<file path="src/rtl/das_pkg.sv">
`timescale 1ns / 1ps
`default_nettype none

package das_pkg;

    localparam int MAX_ARRAYS = 16;
    localparam int HEAP_WORDS = 4096;
    localparam int NAME_CHARS = 8;

    localparam int KEY_W    = 8 * NAME_CHARS;
    localparam int ENTRY_W  = (MAX_ARRAYS > 1) ? $clog2(MAX_ARRAYS) : 1;
    localparam int COUNT_W  = $clog2(MAX_ARRAYS + 1);
    localparam int HEAP_AW  = $clog2(HEAP_WORDS);
    localparam int FILL_W   = $clog2(HEAP_WORDS + 1);

    localparam int FIELD_W  = 16;
    localparam int SIZE_W   = 15;
    localparam int PROD_W   = 2 * SIZE_W;
    localparam int SUM_W    = PROD_W + 1;
    localparam int WORD_W   = 64;
    localparam int LIMIT_W  = 13;
    localparam int CMD_W    = 2;
    localparam int STATUS_W = 3;

    localparam int LIMIT_RESET = 4096;

    localparam int S_DATA_W = 192;
    localparam int M_DATA_W = 72;

    typedef enum logic [CMD_W-1:0] {
        CMD_DIM   = 2'd0,
        CMD_READ  = 2'd1,
        CMD_WRITE = 2'd2
    } cmd_t;

    typedef enum logic [STATUS_W-1:0] {
        ST_OK         = 3'd0,
        ST_TABLE_FULL = 3'd1,
        ST_NO_MEMORY  = 3'd2,
        ST_NOT_DIM    = 3'd3,
        ST_BAD_SUB    = 3'd4
    } status_t;

    // controller to datapath
    typedef struct packed {
        logic    capture;
        logic    lookup;
        logic    take_entry;
        logic    mul;
        logic    dim_commit;
        logic    dim_fail;
        logic    clear_wr;
        logic    fetch;
        logic    addr_calc;
        logic    mem_wr;
        logic    rd_capture;
        logic    set_status;
        status_t code;
        logic    load_out;
    } das_cmd_t;

    // datapath to controller
    typedef struct packed {
        cmd_t op;
        logic full;
        logic oom;
        logic bad_name;
        logic bad_sub;
        logic clear_last;
        logic out_free;
    } das_flags_t;

endpackage

`default_nettype wire

</file>
<file path="src/rtl/das_ctrl.sv">
`timescale 1ns / 1ps
`default_nettype none

module das_ctrl
    import das_pkg::*;
(
    input  wire logic       aclk,
    input  wire logic       aresetn,
    input  wire logic       s_tvalid,
    output logic            s_tready,
    input  wire das_flags_t flags,
    output das_cmd_t        cmd
);

    typedef enum logic [10:0] {
        S_IDLE      = 11'b00000000001,
        S_LOOKUP    = 11'b00000000010,
        S_DIM_TAKE  = 11'b00000000100,
        S_DIM_CHECK = 11'b00000001000,
        S_CLEAR     = 11'b00000010000,
        S_FETCH     = 11'b00000100000,
        S_CHECK     = 11'b00001000000,
        S_ADDR      = 11'b00010000000,
        S_ACCESS    = 11'b00100000000,
        S_RDWAIT    = 11'b01000000000,
        S_RESP      = 11'b10000000000
    } state_t;

    state_t state_reg, state_next;

    always_ff @(posedge aclk) begin
        if (!aresetn) begin
            state_reg <= S_IDLE;
        end else begin
            state_reg <= state_next;
        end
    end

    assign s_tready = (state_reg == S_IDLE);

    always_comb begin
        state_next = state_reg;
        cmd        = '0;
        cmd.code   = ST_OK;
        case (state_reg)
            S_IDLE: begin
                if (s_tvalid) begin
                    cmd.capture = 1'b1;
                    state_next  = S_LOOKUP;
                end
            end
            S_LOOKUP: begin
                cmd.lookup = 1'b1;
                case (flags.op)
                    CMD_DIM:   state_next = S_DIM_TAKE;
                    CMD_READ:  state_next = S_FETCH;
                    CMD_WRITE: state_next = S_FETCH;
                    default: begin
                        // unknown command: answer ok with a zero word
                        cmd.set_status = 1'b1;
                        state_next     = S_RESP;
                    end
                endcase
            end
            S_DIM_TAKE: begin
                if (flags.full) begin
                    cmd.set_status = 1'b1;
                    cmd.code       = ST_TABLE_FULL;
                    state_next     = S_RESP;
                end else begin
                    cmd.take_entry = 1'b1;
                    cmd.mul        = 1'b1;
                    state_next     = S_DIM_CHECK;
                end
            end
            S_DIM_CHECK: begin
                if (flags.oom) begin
                    cmd.dim_fail   = 1'b1;
                    cmd.set_status = 1'b1;
                    cmd.code       = ST_NO_MEMORY;
                    state_next     = S_RESP;
                end else begin
                    cmd.dim_commit = 1'b1;
                    state_next     = S_CLEAR;
                end
            end
            S_CLEAR: begin
                cmd.clear_wr = 1'b1;
                if (flags.clear_last) begin
                    cmd.set_status = 1'b1;
                    state_next     = S_RESP;
                end
            end
            S_FETCH: begin
                cmd.fetch  = 1'b1;
                state_next = S_CHECK;
            end
            S_CHECK: begin
                if (flags.bad_name) begin
                    cmd.set_status = 1'b1;
                    cmd.code       = ST_NOT_DIM;
                    state_next     = S_RESP;
                end else if (flags.bad_sub) begin
                    cmd.set_status = 1'b1;
                    cmd.code       = ST_BAD_SUB;
                    state_next     = S_RESP;
                end else begin
                    cmd.mul    = 1'b1;
                    state_next = S_ADDR;
                end
            end
            S_ADDR: begin
                cmd.addr_calc = 1'b1;
                state_next    = S_ACCESS;
            end
            S_ACCESS: begin
                if (flags.op == CMD_WRITE) begin
                    cmd.mem_wr     = 1'b1;
                    cmd.set_status = 1'b1;
                    state_next     = S_RESP;
                end else begin
                    state_next = S_RDWAIT;
                end
            end
            S_RDWAIT: begin
                cmd.rd_capture = 1'b1;
                cmd.set_status = 1'b1;
                state_next     = S_RESP;
            end
            S_RESP: begin
                // hold until the output register is free
                if (flags.out_free) begin
                    cmd.load_out = 1'b1;
                    state_next   = S_IDLE;
                end
            end
            default: begin
                state_next = S_IDLE;
            end
        endcase
    end

endmodule

`default_nettype wire

</file>
<file path="config.mk">
export PLATFORM = sky130hd
export DESIGN_NAME = das_ctrl
export DESIGN_NICKNAME = d
export VERILOG_FILES = /design/src/rtl/das_pkg.sv /design/src/rtl/das_ctrl.sv
export SDC_FILE = /design/constraint.sdc
export NUM_CORES = 1
export LEC_CHECK = 0
export ABC_AREA = 1
export BUFFER_PORTS_ARGS = -buffer_cell sky130_fd_sc_hd__buf_2
export CORE_MARGIN = 2
export CORE_UTILIZATION = 49
export CTS_CLUSTER_SIZE = 14
export DETAILED_ROUTE_END_ITERATION = 16
export HOLD_SLACK_MARGIN = 0.12
export PLACE_DENSITY = 0.78
export SYNTH_ARGS = -nofsm -noshare
export SYNTH_HDL_FRONTEND = slang
export SYNTH_SLANG_ARGS = --single-unit
</file>
<file path="constraint.sdc">
create_clock -name aclk -period 1.41 [get_ports aclk]
set_input_delay 0.2115 -clock aclk [delete_from_list [all_inputs] [get_ports aclk]]
set_output_delay 0.2115 -clock aclk [all_outputs]
set_load 0.005 [all_outputs]
</file>
==> results.md <==
* Most numerous cell in the Yosys netlist: nand2_1
* Ys Warns at 0
* Met1 wire length at 1220 µm
* Total Wirelength at 3130 µm
* Pre-CTS setup slack at -0.00180 ns
* Area fraction in compound gates after synthesis at 0.0390
* Slew HR at 0.771
* Port buffer count at 27
* Run status: finished with violations
* Arrival time worst endpoint at 1.53 ns
* Initial antenna violation count at 0
* Worst r2r src: state_reg[9]
* Simple-Gate Fraction of Synth Area at 0.508
* Failing checks: setup timing
* H-tree depth at 1
* Multi-input logic area at 653 µm²
* Mux cell area share after synthesis at 0
* Max_cap viols at 0
* Mapped Nets at 152
* Ratio of cells with drive above 1 in the final layout at 0.562
* Predominant post-synthesis flop cell: dfxtp_1
* Yosys reg bits at 11
* Worst slew pin tran at 0.342 ns
* DRC Markers at 0
* Hold Fails Final Rpt at 0
* HP Class: in -> reg
* Syn Std Cell Area at 833 µm²
* FF/Latch Area at 234 µm²
* Largest family of logic cells by synthesized area: simple AND/OR/NAND/NOR gates
* Row cnt at 14
* Die Width at 45.2 µm
* R2R Path End: state_reg[0]
* Critical Path Stages at 8
* WL/cell at 15.6 µm
* Vias in the first global route at 952
* Hold Buf Count CTS at 0
* Top Metal Used: met4
* CTS Buffer Depth at 2
* Synth area leaders: dfxtp_1 26%, nand2_1 15%, inv_1 14%
* Antenna cell count at 0
* Initial Utilization at 0.535
* Yosys top cell area share at 0.264
* Syn_area_per_cell at 6.04 µm²
* Final slew viol count at 0
* CP bufs+invs at 2
* Die Area at 2050 µm²
* Final setup viols at 22
* Core Region at 1560 µm²
* CTS Sinks at 11
* Final period util at 1.24
* Mapped Cells at 138
* Register area share after synthesis at 0.264
* CP endpoint: cmd[1]
* Max stage delay on crit path at 0.37 ns
* CP delay by family, top: simple AND/OR/NAND/NOR gates
* Cell variety after synth at 19
* Syn-to-layout area delta at 64.3%
* Routed Antenna Nets at 0
* Maximum clock rate at 573 MHz
* Crit path from: state_reg[9]
* Clock Tree Root: clkbuf_4
* Maximum vdd drop at 801 µV
* Required time worst endpoint at 1.20 ns
* CTS buffer count at 3
* Min Hold Slack at 0.139 ns
* Clock transition at the registers of the reported paths at 0.09 ns
* HPWL after DPL at 1710 µm
* First-pass GRT wire length at 3940 µm
* # fillers at 78
* Final setup margin at -0.336 ns
* DR vias/cell at 5.63
* Async S/R FF share, synth at 0
* Initial DRC count at 88
* R2R setup slack at -0.25 ns
* Gp weighted congestion at 0.870
* Die H at 45.2 µm
* Vias at 1131
* Min cycle time layout at 1.75 ns
* Final net count at 200
* Clock Latency Late Sink at 0.28 ns
* Cells along the critical path: nor2_4, nand2_4, nor2_4, nand2_2, inv_2, nand2_2, o21ai_1, buf_2
* Yosys top cell by area: dfxtp_1
* TritonCTS clock tree: built
* Met3 Routed Length at 261 µm
* Pre-Repair DR Iteration Count at 4
* Kind of critical path: reg -> out
* Leakage Power at 0.814 nW
* Post-layout util at 0.878
* Adder-cell share of the synthesized area at 0.0450
* Max reg flops at 11
* EDFF count, synth at 0
* Largest net degree at the start of global routing at 10
* Crit path launch type: flip-flop
* Setup crit end kind: output pin
* Hold path cells at 2
* Crit path max-delay cell type: dfxtp_4
* Total global-route track usage at 0.270
* CP max FO at 5
* PwrDens at 970 nW/µm²
* Total gr overflow at 0
* Commonest cells post-synth: 34 x nand2_1, 31 x inv_1, 21 x nor2_1
* Skew final at 0.0116 ns
* Unrepaired setup endpoints after global routing: true
* Number of I/O pins at 28
* FF-to-FF path depth at 12
* Xor and xnor area share after synthesis at 0
* Met2 Wirelength at 1450 µm
-- power breakdown --
group	total [mW]	switching (mW)	internal [mW]	leakage [nW]
logic	0.729	0.387	0.342	0.706
registers	0.361	0.0251	0.336	0.0931
clock network	0.238	0.128	0.110	0.0150
-- worst reg2reg max path, delay by kind of cell, from the launching register on --
kind          cells  cell delay [ns]
simple gates     10             0.90
flops             1             0.37
buf+inv           2             0.31
-- metrics by stage --
step / setup TNS (ns) / instance area (µm²) / cells / power (mW)
floorplan: 0 / 833 / 138 / 0.600
global placement: -0.0125 / 1010 / 184 / 0.699
detailed placement: -0.00180 / 1010 / 184 / 0.711
CTS: -2.74 / 1250 / 199 / 1.12
global route: -5.60 / 1370 / 201 / 1.36
finish: -4.76 / 1370 / 201 / 1.33
-- cells in the final DEF (no fill, tap or decap), types with 2 or more instances in the layout --
| cell type | synthesis | routed |
|---|---|---|
| nand2_1 | 34 | 25 |
| buf_2 | 0 | 23 |
| inv_1 | 31 | 21 |
| nor2_1 | 21 | 13 |
| inv_2 | 0 | 10 |
| buf_6 | 0 | 10 |
| buf_4 | 0 | 9 |
| nor2_4 | 2 | 8 |
| dfxtp_2 | 0 | 8 |
| nand2_4 | 2 | 6 |
| nor2_2 | 4 | 6 |
| nand2_2 | 2 | 6 |
| nor3_2 | 0 | 5 |
| nand3_1 | 9 | 5 |
| nand3_2 | 0 | 4 |
| nor3_1 | 9 | 4 |
| ha_1 | 3 | 3 |
| clkbuf_4 | 0 | 3 |
| o21ai_1 | 1 | 2 |
| nand4_1 | 2 | 2 |
| dfxtp_1 | 11 | 2 |
-- cell type report --
type,instances,share of cell area
clock buffer,4,0.0192
inverter,32,0.0878
multi-input combinational,95,0.477
sequential,11,0.171
tap,16,0.0146
timing repair buffer,43,0.230
-- layer usage --
| metal | global-route usage | up-vias |
|---|---|---|
| li1 | - | 510 |
| met1 | 0.321 | 503 |
| met2 | 0.489 | 86 |
| met3 | 0.0280 | 32 |
| met4 | 0.112 | 0 |
| met5 | 0 | - |
-- how the worst min path moves through the flow --
stage	endpoint	startpoint	slack, ns
2_1_floorplan	state_reg[0]	aresetn	0.28
3_3_place_gp	state_reg[0]	aresetn	0.42
3_5_place_dp	state_reg[0]	aresetn	0.43
4_1_cts	state_reg[0]	aresetn	0.15
5_1_grt	state_reg[0]	aresetn	0.14
6_report	state_reg[0]	aresetn	0.14
-- repair_timing --
item / 4_1_cts / 5_1_grt
resized for setup: 40 / 30
pin swaps: 9 / 17
endpoints found under the setup margin: 17 / 23
setup buffers: 11 / 4
-- cells by family after synthesis --
group	after synthesis
AO/OA/AOI/OAI	5
flip-flops	11
adder cells (fa/ha/maj)	3
buffers and inverters	32
AND/OR/NAND/NOR	87
No activity file was read; power rests on OpenSTA's default activity.
